`src/rtl/csv_decimal_line_parser_core_defines.svh`:
```
// ---------------------------------------------------------------------------
// CSV decimal line parser: assertion macros
// Shared checking macros for the parser core.
// ---------------------------------------------------------------------------
`ifndef CSV_DECIMAL_LINE_PARSER_CORE_DEFINES_SVH
`define CSV_DECIMAL_LINE_PARSER_CORE_DEFINES_SVH

// Same-cycle implication, disabled during reset.
`define CDLP_ASSERT_NOW(label, clk, rst, ante, cons, msg) \
  label: assert property (@(posedge clk) disable iff (rst) (ante) |-> (cons)) \
    else $error(msg);

// Next-cycle implication, disabled during reset.
`define CDLP_ASSERT_NEXT(label, clk, rst, ante, cons, msg) \
  label: assert property (@(posedge clk) disable iff (rst) (ante) |=> (cons)) \
    else $error(msg);

`endif

```
`src/rtl/cdlp_pkg.sv`:
```
// ---------------------------------------------------------------------------
// CSV decimal line parser package
// Sizes, character codes and the command word passed from front to back.
// ---------------------------------------------------------------------------
package cdlp_pkg;

  // Line and field geometry.
  localparam int LINE_CAPACITY = 40;
  localparam int FIELD_COUNT   = 5;
  localparam int OUT_FIELDS    = 5;
  localparam int SHOWN_FIELDS  = (FIELD_COUNT < OUT_FIELDS) ? FIELD_COUNT : OUT_FIELDS;

  localparam int LINE_LEN_W  = $clog2(LINE_CAPACITY);
  localparam int FIELD_CNT_W = $clog2(FIELD_COUNT + 1);
  localparam int VALUE_W     = 16;
  localparam int BYTE_W      = 8;
  localparam int DIGIT_W     = 4;

  // Command queue between front and back.
  localparam int QUEUE_DEPTH = 4;
  localparam int QUEUE_PTR_W = $clog2(QUEUE_DEPTH);
  localparam int QUEUE_LVL_W = $clog2(QUEUE_DEPTH + 1);

  // Character codes.
  localparam logic [BYTE_W-1:0] CHAR_LF    = 8'd10;
  localparam logic [BYTE_W-1:0] CHAR_CR    = 8'd13;
  localparam logic [BYTE_W-1:0] CHAR_COMMA = 8'd44;
  localparam logic [BYTE_W-1:0] CHAR_ZERO  = 8'd48;
  localparam logic [BYTE_W-1:0] CHAR_NINE  = 8'd57;
  localparam logic [BYTE_W-1:0] CHAR_NUL   = 8'd0;

  // Operations the back end carries out.
  typedef enum logic [1:0] {
    CMD_DIGIT,
    CMD_CLOSE,
    CMD_RESTART,
    CMD_TERM
  } cmd_op_t;

  typedef struct packed {
    cmd_op_t              op;
    logic [DIGIT_W-1:0]   digit;
  } cmd_t;

  // Queue fill status seen by both sides.
  typedef struct packed {
    logic                   full;
    logic                   empty;
    logic [QUEUE_LVL_W-1:0] level;
  } queue_status_t;

endpackage

```
`src/rtl/cdlp_stream_if.sv`:
```
// ---------------------------------------------------------------------------
// CSV decimal line parser channels
// Byte input channel and five-value result channel, valid/ready handshake.
// ---------------------------------------------------------------------------
interface cdlp_byte_if;
  logic                        valid;
  logic                        ready;
  logic [cdlp_pkg::BYTE_W-1:0] rx_byte;

  modport source (output valid, output rx_byte, input ready);
  modport sink (input valid, input rx_byte, output ready);
endinterface

interface cdlp_result_if;
  logic                         valid;
  logic                         ready;
  logic [cdlp_pkg::VALUE_W-1:0] value_a;
  logic [cdlp_pkg::VALUE_W-1:0] value_b;
  logic [cdlp_pkg::VALUE_W-1:0] value_c;
  logic [cdlp_pkg::VALUE_W-1:0] value_d;
  logic [cdlp_pkg::VALUE_W-1:0] value_e;

  modport source (output valid, output value_a, output value_b, output value_c,
                  output value_d, output value_e, input ready);
  modport sink (input valid, input value_a, input value_b, input value_c,
                input value_d, input value_e, output ready);
endinterface

```
`src/rtl/cdlp_front.sv`:
```
// ---------------------------------------------------------------------------
// CSV decimal line parser front end
// Accepts bytes, tracks line length and turns digits, closers, terminators and overflows into commands.
// ---------------------------------------------------------------------------
module cdlp_front (
  input  logic                    clk,
  input  logic                    rst,
  cdlp_byte_if.sink               rx,
  input  cdlp_pkg::queue_status_t status,
  output logic                    push,
  output cdlp_pkg::cmd_t          push_cmd
);

  logic [cdlp_pkg::LINE_LEN_W-1:0] line_length;
  logic [cdlp_pkg::LINE_LEN_W-1:0] line_length_next;
  logic                            accept;
  logic                            is_term;
  logic                            is_digit;
  logic                            is_close;
  logic                            has_room;
  logic [cdlp_pkg::BYTE_W-1:0]     digit_full;

  // A byte word is taken whenever the queue can hold one more command.
  assign rx.ready = !status.full;
  assign accept   = rx.valid && rx.ready;

  // Classify the byte.
  assign is_term    = (rx.rx_byte == cdlp_pkg::CHAR_LF) || (rx.rx_byte == cdlp_pkg::CHAR_CR);
  assign is_digit   = (rx.rx_byte >= cdlp_pkg::CHAR_ZERO) && (rx.rx_byte <= cdlp_pkg::CHAR_NINE);
  assign is_close   = (rx.rx_byte == cdlp_pkg::CHAR_COMMA) || (rx.rx_byte == cdlp_pkg::CHAR_NUL);
  assign has_room   = line_length < cdlp_pkg::LINE_LEN_W'(cdlp_pkg::LINE_CAPACITY - 1);
  assign digit_full = rx.rx_byte - cdlp_pkg::CHAR_ZERO;

  // Build the command and the next line length. Other characters only count.
  always_comb begin
    line_length_next  = line_length;
    push              = 1'b0;
    push_cmd.op       = cdlp_pkg::CMD_DIGIT;
    push_cmd.digit    = digit_full[cdlp_pkg::DIGIT_W-1:0];
    if (accept) begin
      if (is_term) begin
        line_length_next = '0;
        push             = 1'b1;
        push_cmd.op      = cdlp_pkg::CMD_TERM;
      end else if (has_room) begin
        line_length_next = line_length + 1'b1;
        if (is_digit) begin
          push        = 1'b1;
          push_cmd.op = cdlp_pkg::CMD_DIGIT;
        end else if (is_close) begin
          push        = 1'b1;
          push_cmd.op = cdlp_pkg::CMD_CLOSE;
        end
      end else begin
        // Line overflow: drop the byte and start over.
        line_length_next = '0;
        push             = 1'b1;
        push_cmd.op      = cdlp_pkg::CMD_RESTART;
      end
    end
  end

  always_ff @(posedge clk) begin
    if (rst) begin
      line_length <= '0;
    end else begin
      line_length <= line_length_next;
    end
  end

endmodule

```
`src/rtl/cdlp_queue.sv`:
```
// ---------------------------------------------------------------------------
// CSV decimal line parser command queue
// Short first-in first-out buffer that decouples front and back ends.
// ---------------------------------------------------------------------------
module cdlp_queue (
  input  logic                    clk,
  input  logic                    rst,
  input  logic                    push,
  input  cdlp_pkg::cmd_t          push_cmd,
  input  logic                    pop,
  output cdlp_pkg::cmd_t          head,
  output cdlp_pkg::queue_status_t status
);

  cdlp_pkg::cmd_t                   entries [cdlp_pkg::QUEUE_DEPTH];
  logic [cdlp_pkg::QUEUE_PTR_W-1:0] wr_ptr;
  logic [cdlp_pkg::QUEUE_PTR_W-1:0] rd_ptr;
  logic [cdlp_pkg::QUEUE_LVL_W-1:0] level;
  logic                             do_push;
  logic                             do_pop;

  assign status.level = level;
  assign status.full  = (level == cdlp_pkg::QUEUE_LVL_W'(cdlp_pkg::QUEUE_DEPTH));
  assign status.empty = (level == '0);
  assign head         = entries[rd_ptr];

  assign do_push = push && !status.full;
  assign do_pop  = pop && !status.empty;

  // Entry storage; payload needs no reset.
  always_ff @(posedge clk) begin
    if (do_push) begin
      entries[wr_ptr] <= push_cmd;
    end
  end

  // Pointers and fill level.
  always_ff @(posedge clk) begin
    if (rst) begin
      wr_ptr <= '0;
      rd_ptr <= '0;
      level  <= '0;
    end else begin
      if (do_push) begin
        wr_ptr <= wr_ptr + 1'b1;
      end
      if (do_pop) begin
        rd_ptr <= rd_ptr + 1'b1;
      end
      if (do_push && !do_pop) begin
        level <= level + 1'b1;
      end else if (do_pop && !do_push) begin
        level <= level - 1'b1;
      end
    end
  end

endmodule

```
`src/rtl/cdlp_back.sv`:
```
// ---------------------------------------------------------------------------
// CSV decimal line parser back end
// Executes commands: accumulates digits, fills field slots, emits results.
// ---------------------------------------------------------------------------
module cdlp_back (
  input  logic                    clk,
  input  logic                    rst,
  input  cdlp_pkg::cmd_t          head,
  input  cdlp_pkg::queue_status_t status,
  output logic                    pop,
  cdlp_result_if.source           result
);

  logic [cdlp_pkg::VALUE_W-1:0]     accumulator;
  logic [cdlp_pkg::VALUE_W-1:0]     accumulator_next;
  logic [cdlp_pkg::FIELD_CNT_W-1:0] fields_done;
  logic [cdlp_pkg::FIELD_CNT_W-1:0] fields_done_next;
  logic [cdlp_pkg::VALUE_W-1:0]     field_store [cdlp_pkg::FIELD_COUNT];
  logic [cdlp_pkg::VALUE_W-1:0]     field_store_next [cdlp_pkg::FIELD_COUNT];
  logic [cdlp_pkg::VALUE_W-1:0]     shown [cdlp_pkg::OUT_FIELDS];
  logic [cdlp_pkg::VALUE_W-1:0]     values [cdlp_pkg::OUT_FIELDS];
  logic                             out_free;
  logic                             emit;
  logic                             slot_free;
  logic                             line_full;

  // The output register can load when it is empty or its word leaves now.
  assign out_free  = !result.valid || result.ready;
  assign slot_free = fields_done < cdlp_pkg::FIELD_CNT_W'(cdlp_pkg::FIELD_COUNT);
  assign line_full = fields_done >= cdlp_pkg::FIELD_CNT_W'(cdlp_pkg::FIELD_COUNT - 1);

  // Command execution.
  always_comb begin
    accumulator_next = accumulator;
    fields_done_next = fields_done;
    field_store_next = field_store;
    pop              = 1'b0;
    emit             = 1'b0;
    if (!status.empty) begin
      unique case (head.op)
        cdlp_pkg::CMD_DIGIT: begin
          pop              = 1'b1;
          accumulator_next = (accumulator << 3) + (accumulator << 1)
                             + cdlp_pkg::VALUE_W'(head.digit);
        end
        cdlp_pkg::CMD_CLOSE: begin
          pop = 1'b1;
          if (slot_free) begin
            for (int k = 0; k < cdlp_pkg::FIELD_COUNT; k++) begin
              if (cdlp_pkg::FIELD_CNT_W'(k) == fields_done) begin
                field_store_next[k] = accumulator;
              end
            end
            fields_done_next = fields_done + 1'b1;
            accumulator_next = '0;
          end
        end
        cdlp_pkg::CMD_RESTART: begin
          pop              = 1'b1;
          accumulator_next = '0;
          fields_done_next = '0;
        end
        cdlp_pkg::CMD_TERM: begin
          // A terminator waits until the output register can take its word.
          if (out_free) begin
            pop = 1'b1;
            if (slot_free) begin
              for (int k = 0; k < cdlp_pkg::FIELD_COUNT; k++) begin
                if (cdlp_pkg::FIELD_CNT_W'(k) == fields_done) begin
                  field_store_next[k] = accumulator;
                end
              end
            end
            emit             = line_full;
            accumulator_next = '0;
            fields_done_next = '0;
          end
        end
        default: begin
          pop = 1'b0;
        end
      endcase
    end
  end

  // Result fields; slots beyond the configured count read zero.
  always_comb begin
    for (int k = 0; k < cdlp_pkg::OUT_FIELDS; k++) begin
      shown[k] = '0;
    end
    for (int k = 0; k < cdlp_pkg::SHOWN_FIELDS; k++) begin
      shown[k] = field_store_next[k];
    end
  end

  assign result.value_a = values[0];
  assign result.value_b = values[1];
  assign result.value_c = values[2];
  assign result.value_d = values[3];
  assign result.value_e = values[4];

  // Parser state.
  always_ff @(posedge clk) begin
    if (rst) begin
      accumulator <= '0;
      fields_done <= '0;
      for (int k = 0; k < cdlp_pkg::FIELD_COUNT; k++) begin
        field_store[k] <= '0;
      end
    end else begin
      accumulator <= accumulator_next;
      fields_done <= fields_done_next;
      field_store <= field_store_next;
    end
  end

  // Output register valid flag.
  always_ff @(posedge clk) begin
    if (rst) begin
      result.valid <= 1'b0;
    end else if (emit) begin
      result.valid <= 1'b1;
    end else if (result.ready) begin
      result.valid <= 1'b0;
    end
  end

  // Output register payload.
  always_ff @(posedge clk) begin
    if (emit) begin
      values <= shown;
    end
  end

endmodule

```
`src/rtl/csv_decimal_line_parser_core.sv`:
```
// ---------------------------------------------------------------------------
// CSV decimal line parser core
// Parses lines of comma-separated unsigned decimals into five 16-bit values.
// ---------------------------------------------------------------------------
// Usage:
//   The rx channel takes one received character per word (valid/ready). Digits
//   build a value modulo 65536, a comma or a zero byte closes a field, and CR
//   or LF ends the line. A line with at least five closed fields produces one
//   word on the result channel carrying value_a through value_e.
//   Throughput is one character per cycle while the queue is not full. A
//   character runs through the front end into a four-entry command queue;
//   the back end executes one command per cycle, but a terminator waits
//   until the output register is free, which then registers the result word.
//   When the result receiver stalls, the pending result stays in the output
//   register; the back end holds the next terminator at the head of the queue,
//   commands behind it wait, and rx ready drops once the queue is full.
//   A line that reaches the line capacity restarts parsing at the overflow
//   character, which is dropped.
//   Reset (rst, synchronous) empties the queue, clears the line length,
//   accumulator, field count and slots, and drops result valid. No clearing
//   pass is needed; the block accepts characters as soon as reset is released.
// ---------------------------------------------------------------------------
`include "csv_decimal_line_parser_core_defines.svh"

module csv_decimal_line_parser_core (
  input  logic          clk,
  input  logic          rst,
  cdlp_byte_if.sink     rx,
  cdlp_result_if.source result
);

  logic                    push;
  cdlp_pkg::cmd_t          push_cmd;
  logic                    pop;
  cdlp_pkg::cmd_t          head;
  cdlp_pkg::queue_status_t status;

  // Front end: byte classification and line length.
  cdlp_front u_front (
    .clk      (clk),
    .rst      (rst),
    .rx       (rx),
    .status   (status),
    .push     (push),
    .push_cmd (push_cmd)
  );

  // Command queue.
  cdlp_queue u_queue (
    .clk      (clk),
    .rst      (rst),
    .push     (push),
    .push_cmd (push_cmd),
    .pop      (pop),
    .head     (head),
    .status   (status)
  );

  // Back end: field assembly and result register.
  cdlp_back u_back (
    .clk    (clk),
    .rst    (rst),
    .head   (head),
    .status (status),
    .pop    (pop),
    .result (result)
  );

  // Checks on the queue and result handoff.
  `CDLP_ASSERT_NOW(a_no_push_when_full, clk, rst, push, !status.full, "command pushed into full queue")
  `CDLP_ASSERT_NOW(a_level_bound, clk, rst, 1'b1, status.level <= cdlp_pkg::QUEUE_LVL_W'(cdlp_pkg::QUEUE_DEPTH), "queue level out of range")
  `CDLP_ASSERT_NOW(a_term_needs_room, clk, rst, pop && (head.op == cdlp_pkg::CMD_TERM), !result.valid || result.ready, "terminator executed while result register busy")
  `CDLP_ASSERT_NEXT(a_pop_drains, clk, rst, pop && !push && (status.level == cdlp_pkg::QUEUE_LVL_W'(1)), status.empty, "queue not empty after last pop")

endmodule
```
`src/flat_wrapper.sv`:
```
// flat-port wrapper written by rule: the top's interface ports become plain ports
module csv_decimal_line_parser_core_flat 
  (clk, rst, rx_valid, rx_rx_byte, rx_ready, result_valid, result_value_a, result_value_b, result_value_c, result_value_d, result_value_e, result_ready);
  cdlp_byte_if rx_i ();
  cdlp_result_if result_i ();
  input  logic clk;
  input  logic rst;
  input wire logic [$bits(rx_i.valid)-1:0] rx_valid;
  input wire logic [$bits(rx_i.rx_byte)-1:0] rx_rx_byte;
  output wire logic [$bits(rx_i.ready)-1:0] rx_ready;
  output wire logic [$bits(result_i.valid)-1:0] result_valid;
  output wire logic [$bits(result_i.value_a)-1:0] result_value_a;
  output wire logic [$bits(result_i.value_b)-1:0] result_value_b;
  output wire logic [$bits(result_i.value_c)-1:0] result_value_c;
  output wire logic [$bits(result_i.value_d)-1:0] result_value_d;
  output wire logic [$bits(result_i.value_e)-1:0] result_value_e;
  input wire logic [$bits(result_i.ready)-1:0] result_ready;
  assign rx_i.valid = rx_valid;
  assign rx_i.rx_byte = rx_rx_byte;
  assign rx_ready = rx_i.ready;
  assign result_valid = result_i.valid;
  assign result_value_a = result_i.value_a;
  assign result_value_b = result_i.value_b;
  assign result_value_c = result_i.value_c;
  assign result_value_d = result_i.value_d;
  assign result_value_e = result_i.value_e;
  assign result_i.ready = result_ready;
  csv_decimal_line_parser_core u_core (.clk(clk), .rst(rst), .rx(rx_i), .result(result_i));
endmodule
```
`config.mk`:
```
export PLATFORM = sky130hd
export DESIGN_NAME = csv_decimal_line_parser_core_flat
export DESIGN_NICKNAME = d
export VERILOG_FILES = /design/src/rtl/cdlp_pkg.sv /design/src/rtl/cdlp_stream_if.sv /design/src/rtl/cdlp_front.sv /design/src/rtl/cdlp_queue.sv /design/src/rtl/cdlp_back.sv /design/src/rtl/csv_decimal_line_parser_core.sv /design/src/flat_wrapper.sv
export VERILOG_INCLUDE_DIRS = /design/src /design/src/rtl
export SDC_FILE = /design/constraint.sdc
export NUM_CORES = 1
export LEC_CHECK = 0
export BUFFER_PORTS_ARGS = -buffer_cell sky130_fd_sc_hd__buf_2
export CAP_MARGIN = 20
export CORE_ASPECT_RATIO = 0.6
export CORE_MARGIN = 2
export CORE_UTILIZATION = 55
export DETAILED_ROUTE_END_ITERATION = 8
export HOLD_SLACK_MARGIN = 0.12
export PLACE_DENSITY = 0.75
export SETUP_SLACK_MARGIN = 0.4
export SLEW_MARGIN = 20
export SYNTH_ARGS = -nofsm -noshare
export SYNTH_HDL_FRONTEND = slang
export SYNTH_SLANG_ARGS = --single-unit
export TNS_END_PERCENT = 20
```
`constraint.sdc`:
```
create_clock -name clk -period 6.1 [get_ports clk]
set_input_delay 1.22 -clock clk [delete_from_list [all_inputs] [get_ports clk]]
set_output_delay 1.22 -clock clk [all_outputs]
set_load 0.005 [all_outputs]
```
---- Yosys cells after proc, flatten, opt, wreduce, memory -nomap -nowiden ----
Memories as Yosys holds them, arrays and structs flattened. A register that Yosys moved wholly into a read port is not among the register bits.
Cells that the tools add are included.
word-level totals
  flip-flop bits (word level) ............. 193
  bits in latches ......................... 0
  RAM bits ................................ 24
  bits in read-only memories .............. 0
  input port bits ......................... 12
  memories ................................ 1
memory list
  memory                  words  bits a word  rd ports  clocked after Yosys merged registers in  wr ports  RTL line          source
  u_core.u_queue.entries  4      6            1         1                                        1         cdlp_queue.sv:15  cdlp_pkg::cmd_t entries [cdlp_pkg::QUEUE_DEPTH];
cells by class
  add/sub/neg operators ................... 9
  $mul .................................... 0
  div/mod/pow operators ................... 0
  magnitude comparators ................... 5
  equal/unequal tests ..................... 13
  shifts and indexed selects .............. 0
  muxes and demuxes ....................... 41
  bitwise gates (word level) .............. 1
  reduce and logical (&&, ||, !) cells .... 24
operators by type and width
  kind                   count
  $mux W80               3
  $pmux W80 S2           1
  $mux W16               7
  $pmux W16 S4           1
  $add A16 B16 Y16       1
  $add A16 B4 Y16        1
  $eq A8 B4 Y1 const B   2
  $mux W1                16
  $mux W3                4
  $mux W6                2
  $mux W2                5
  $pmux W3 S3            1
  $eq A8 B6 Y1 const B   1
  $ge A8 B6 Y1 const B   1
  $le A8 B6 Y1 const B   1
  $logic_not A8 Y1       1
  $add A3 B1 Y3 const B  2
  $add A6 B1 Y6 const B  1
  $eq A2 B3 Y1 const A   2
  $logic_and A1 B1 Y1    6
  $logic_not A3 Y1       2
  $lt A6 B6 Y1 const B   1
  $logic_not A1 Y1       5
  $add A2 B1 Y2 const B  2
  19 further kinds       24

---- Logic depth before layout (Yosys ltp) ----
  depth after elaboration ................. 12
  depth in mapped cells ................... 10

---- Modules after synthesis ----
Synthesis repeated with hierarchy kept, for this count alone.
unflattened totals
  cell total of the unflattened synthesis .. 654
  area total of the unflattened synthesis .. 9112.5 µm²
by module, submodules not included
  module      times used  cells an instance  area each (µm²)  seq. area each (µm²)
  cdlp_back   1           520                7305.8           4404.2
  cdlp_queue  1           79                 1332.5           900.9
  cdlp_front  1           55                 474.2            120.1

---- Worst setup path after synthesis ----
Ideal clock, no wire load.
  path kind ............................... in2reg
  start point ............................. input port result_ready
  end point ............................... register u_core.u_back.values (netlist bit u_core.u_back.result.value_a[0]), enable pin
  library setup time ...................... 519 ps
  arrival time ............................ 4656 ps
  data required time ...................... 5581 ps
  slack ................................... 926 ps
  stages on the path ...................... 2
  path buffers ............................ 0
  path through ............................ nor2b_1 -> nor2_1
on the way
  longest elaborated chain between the ends .. 4
ends and longest elaborated chain
  what                    RTL line            source
  from (decl)             flat_wrapper.sv:17  input wire logic [$bits(result_i.ready)-1:0] result_ready;
  $logic_or A1 B1 Y1      cdlp_back.sv:28     assign out_free = !result.valid || result.ready;
  $mux W1                 cdlp_back.sv:65     if (out_free) begin
  $mux W1                 cdlp_back.sv:40     unique case (head.op)
  $mux W1                 cdlp_back.sv:39     if (!status.empty) begin
  via u_core.u_back.emit  cdlp_back.sv:23     logic emit;
  to (signal assigned)    cdlp_back.sv:131    values <= shown;
  to (decl)               cdlp_back.sv:21     logic [cdlp_pkg::VALUE_W-1:0] values [cdlp_pkg::OUT_FIELDS];
The timed path passes the listed nets, and every way through them passes these cells.
A chain may end at the register's enable or synchronous reset.

==> results.json <==
{
  "viasPerCell": 5.57,
  "layout.nets": 811,
  "ys.flop_type": "dfxtp_1",
  "cts_tree": "built",
  "drive_gt1_share_pct": 29.4,
  "hold_violations": 0,
  "outcome": "complete, no violations",
  "ctsResizeCount": 0,
  "clockBufferDepth": 3,
  "netlist_area_sq_mm": 0.00901,
  "hold_ws_ns": 0.479,
  "grt_start_max_net_pins": 91,
  "core.rowCount": 36,
  "path_class": "flip-flop to flip-flop",
  "avgSynthCellArea_sq_um": 13.5,
  "die_x_um": 169,
  "start_util_pct": 55.9,
  "postCtsHoldBufs": 0,
  "finalNonFillerCells": 981,
  "diodes": 0,
  "post_cts_buffers": 0,
  "power_density_mw_per_mm2": 325,
  "cts_buffers": 20,
  "drt-wirelength-per-cell_um": 18.2,
  "path_buf_inv": 0,
  "hold_depth": 2,
  "max_clock_freq_mhz": 272,
  "use_met2_pct": 31.5,
  "r2r_end": "u_core.u_back.accumulator[12]",
  "clkPwrFrac_pct": 39.3,
  "synth.top_cell.area_share_pct": 34.7,
  "synth-async-reset-ratio_pct": 0,
  "dieArea_sq_mm": 0.0175,
  "min_path_type": "flip-flop to flip-flop",
  "first_pass_iters": 5,
  "fin_setup_tns_ns": 0,
  "r2r_cells": 8,
  "busiest_layer": "met1",
  "crit_family": "compound AO/OA/AOI/OAI gates",
  "synth_seq_cells": 219,
  "core_sq_mm": 0.0161,
  "clkLatencyLatePin_ns": 0.50,
  "grt_first_pass_wirelength_um": 28400,
  "p_int_w": 0.00252,
  "grt_use_met3_pct": 3.30,
  "vdd_drop_max_mv": 0.206,
  "num_vias": 5467,
  "end_kind": "flip-flop",
  "skew_ns": 0.0188,
  "synth_cells": 666,
  "cp.required_ns": 6.47,
  "hold_start": "u_core.u_front.line_length[1]",
  "path_clk_slew_ns": 0.07,
  "yosysSeqAreaShare_pct": 60.2,
  "worst_slew_pin_slew_ns": 0.954,
  "final_max_slew_viol_count": 0,
  "min_period_over_period_pct": 60.3,
  "synth_edf_count": 104,
  "io_buffer_count": 93,
  "grt_overflow": 0,
  "arrival_ns": 4.05,
  "worst_path_max_delay_cell": "dfxtp_1",
  "io_pins": 94,
  "leakagePower_nw": 4.23,
  "antenna_found_initial": 0,
  "hold_path_end": "u_core.u_front.line_length[1]",
  "synth_area_leader_cell": "edfxtp_1",
  "fin_crit_ns": 3.68,
  "cpPeakStageDelay_ns": 0.61,
  "postPlaceCellArea_sq_mm": 0.00963,
  "comb_power_share_pct": 12.2,
  "reg2reg_slack_ns": 2.42,
  "fill_cells": 1171,
  "cts_root_buffer": "clkbuf_16",
  "drc": 0,
  "cts_num_sinks": 219,
  "first_global_vias": 5378,
  "path_cells": "mux4_2 > fa_1 > fa_1 > a211oi_1 > o21ai_0 > a221oi_1 > xor2_1 > o21ai_0",
  "startpoint_type": "flip-flop",
  "dp_cells": 945,
  "place_congestion": 0.915,
  "finish.instance_area_sq_mm": 0.0103,
  "postRouteAntennaNets": 0,
  "yosysWarningCount": 0,
  "grtUsageTotal_pct": 20.9,
  "syn_nets": 718,
  "slew_headroom_pct": 36.4,
  "seq_power_share_pct": 48.5,
  "setup_viol": 0,
  "maxCapViolCount": 0,
  "die_y_um": 103,
  "drt-initial-drc-count": 479,
  "htree_levels": 1,
  "rsz0062_at_grt": "no",
  "grt_util_met1_pct": 31.8,
  "hpwl_um": 11800,
  "p_sw_share_pct": 24.9,
  "p_switching_w": 0.000838,
  "wl_um": 17900,
  "cp_max_fo": 7,
  "synth_area_leaders": "edfxtp_1, dfxtp_1, mux2_2",
  "syn_to_final_growth_pct": 14.8,
  "ys_types": 60
}
-- cells in the mapped netlist (all sizes together), types with 6 or more instances --
cell type and n:
clkbuf 14, nand4 8, mux2 81, ha 37
or2 6, and2 87, dfxtp 115, buf 10
o21ai 15, edfxtp 104, inv 13, mux4 7
nor3 9, nand3 10, nand2 20, a21oi 17
xor2 11, nor2 25
-- worst register-to-register path: stages, from the launching register on --
cell and delay [ns]:
dfxtp_1 0.61, mux4_2 0.58, fa_1 0.49, fa_1 0.49
a211oi_1 0.47, o21ai_0 0.29, a221oi_1 0.37, xor2_1 0.17
o21ai_0 0.08
-- per-stage QoR --
| stage | util (%) | power (W) | worst slack (ns) |
|---|---|---|---|
| 2_1_floorplan | - | 0.00198 | 0.926 |
| 4_1_cts | 64.0 | 0.00339 | 2.43 |
| 3_5_place_dp | 59.7 | 0.00207 | 2.15 |
| 5_1_grt | 64.2 | 0.00349 | 2.28 |
| 6_report | 64.2 | 0.00336 | 2.42 |
| 3_3_place_gp | 59.7 | 0.00204 | 2.40 |
-- placed cells by master (no fill, tap or decap), types with 8 or more instances in the layout --
master	instances
dfxtp_1	115
edfxtp_1	104
buf_2	93
and2_1	87
mux2_2	65
ha_1	37
nor2_1	24
clkbuf_16	21
nand2_1	19
a21oi_1	17
o21ai_0	15
inv_1	13
xor2_1	11
mux2_4	10
nand3_1	9
nor3_1	8
-- cells by family after synthesis --
logic type	Yosys count	synth area share, %
DFF	219	60.2
and+or+nand+nor	186	12.1
muxes	92	12.7
AOI/OAI and AO/OA	75	5.58
adders and majority gates	40	5.80
buffers and inverters	38	1.99
xor gates and xnor gates	16	1.56
-- flip-flops by register name, indices dropped and copies added (netlist names), 6 cells and up, named ones only --
name                          count
u_core.u_back.field_store        80
u_core.u_queue.entries           24
u_core.u_back.accumulator        16
u_core.u_back.result.value_a     16
u_core.u_back.result.value_b     16
u_core.u_back.result.value_c     16
u_core.u_back.result.value_d     16
u_core.u_back.result.value_e     16
u_core.u_front.line_length        6
-- layout make-up --
type	count	area [sq um]	share of cell area, %
clock inverters	10	129	1.25
inverters	14	53.8	0.520
repair buffers	95	493	4.76
multi-input cells	409	3410	33.0
flip-flops and latches	219	5430	52.4
clock buffers	25	571	5.51
well taps	209	262	2.53
-- power groups by stage --
stage               combinational, W  clock [W]  sequential (W)
global placement            0.000388          0         0.00166
finish                      0.000410    0.00132         0.00163
global route                0.000451    0.00140         0.00164
detailed placement          0.000406          0         0.00166
CTS                         0.000412    0.00135         0.00163
floorplan                   0.000348          0         0.00163
-- worst max-delay path by stage --
stage | endpoint | cells after the start
2_1_floorplan | u_core.u_back.result.value_a[0] | 2
3_3_place_gp | u_core.u_queue.level[2] | 10
3_5_place_dp | u_core.u_queue.level[2] | 10
4_1_cts | u_core.u_back.accumulator[12] | 8
5_1_grt | u_core.u_back.accumulator[12] | 8
6_report | u_core.u_back.accumulator[12] | 8
-- per-layer routing --
| layer | part of all wire, % | wire (um) |
|---|---|---|
| met3 | 6.2 | 1110 |
| met5 | 0 | 0 |
| met1 | 50 | 8970 |
| met4 | 1.5 | 274 |
| met2 | 42 | 7510 |
Power figures use the tool's default switching activity.
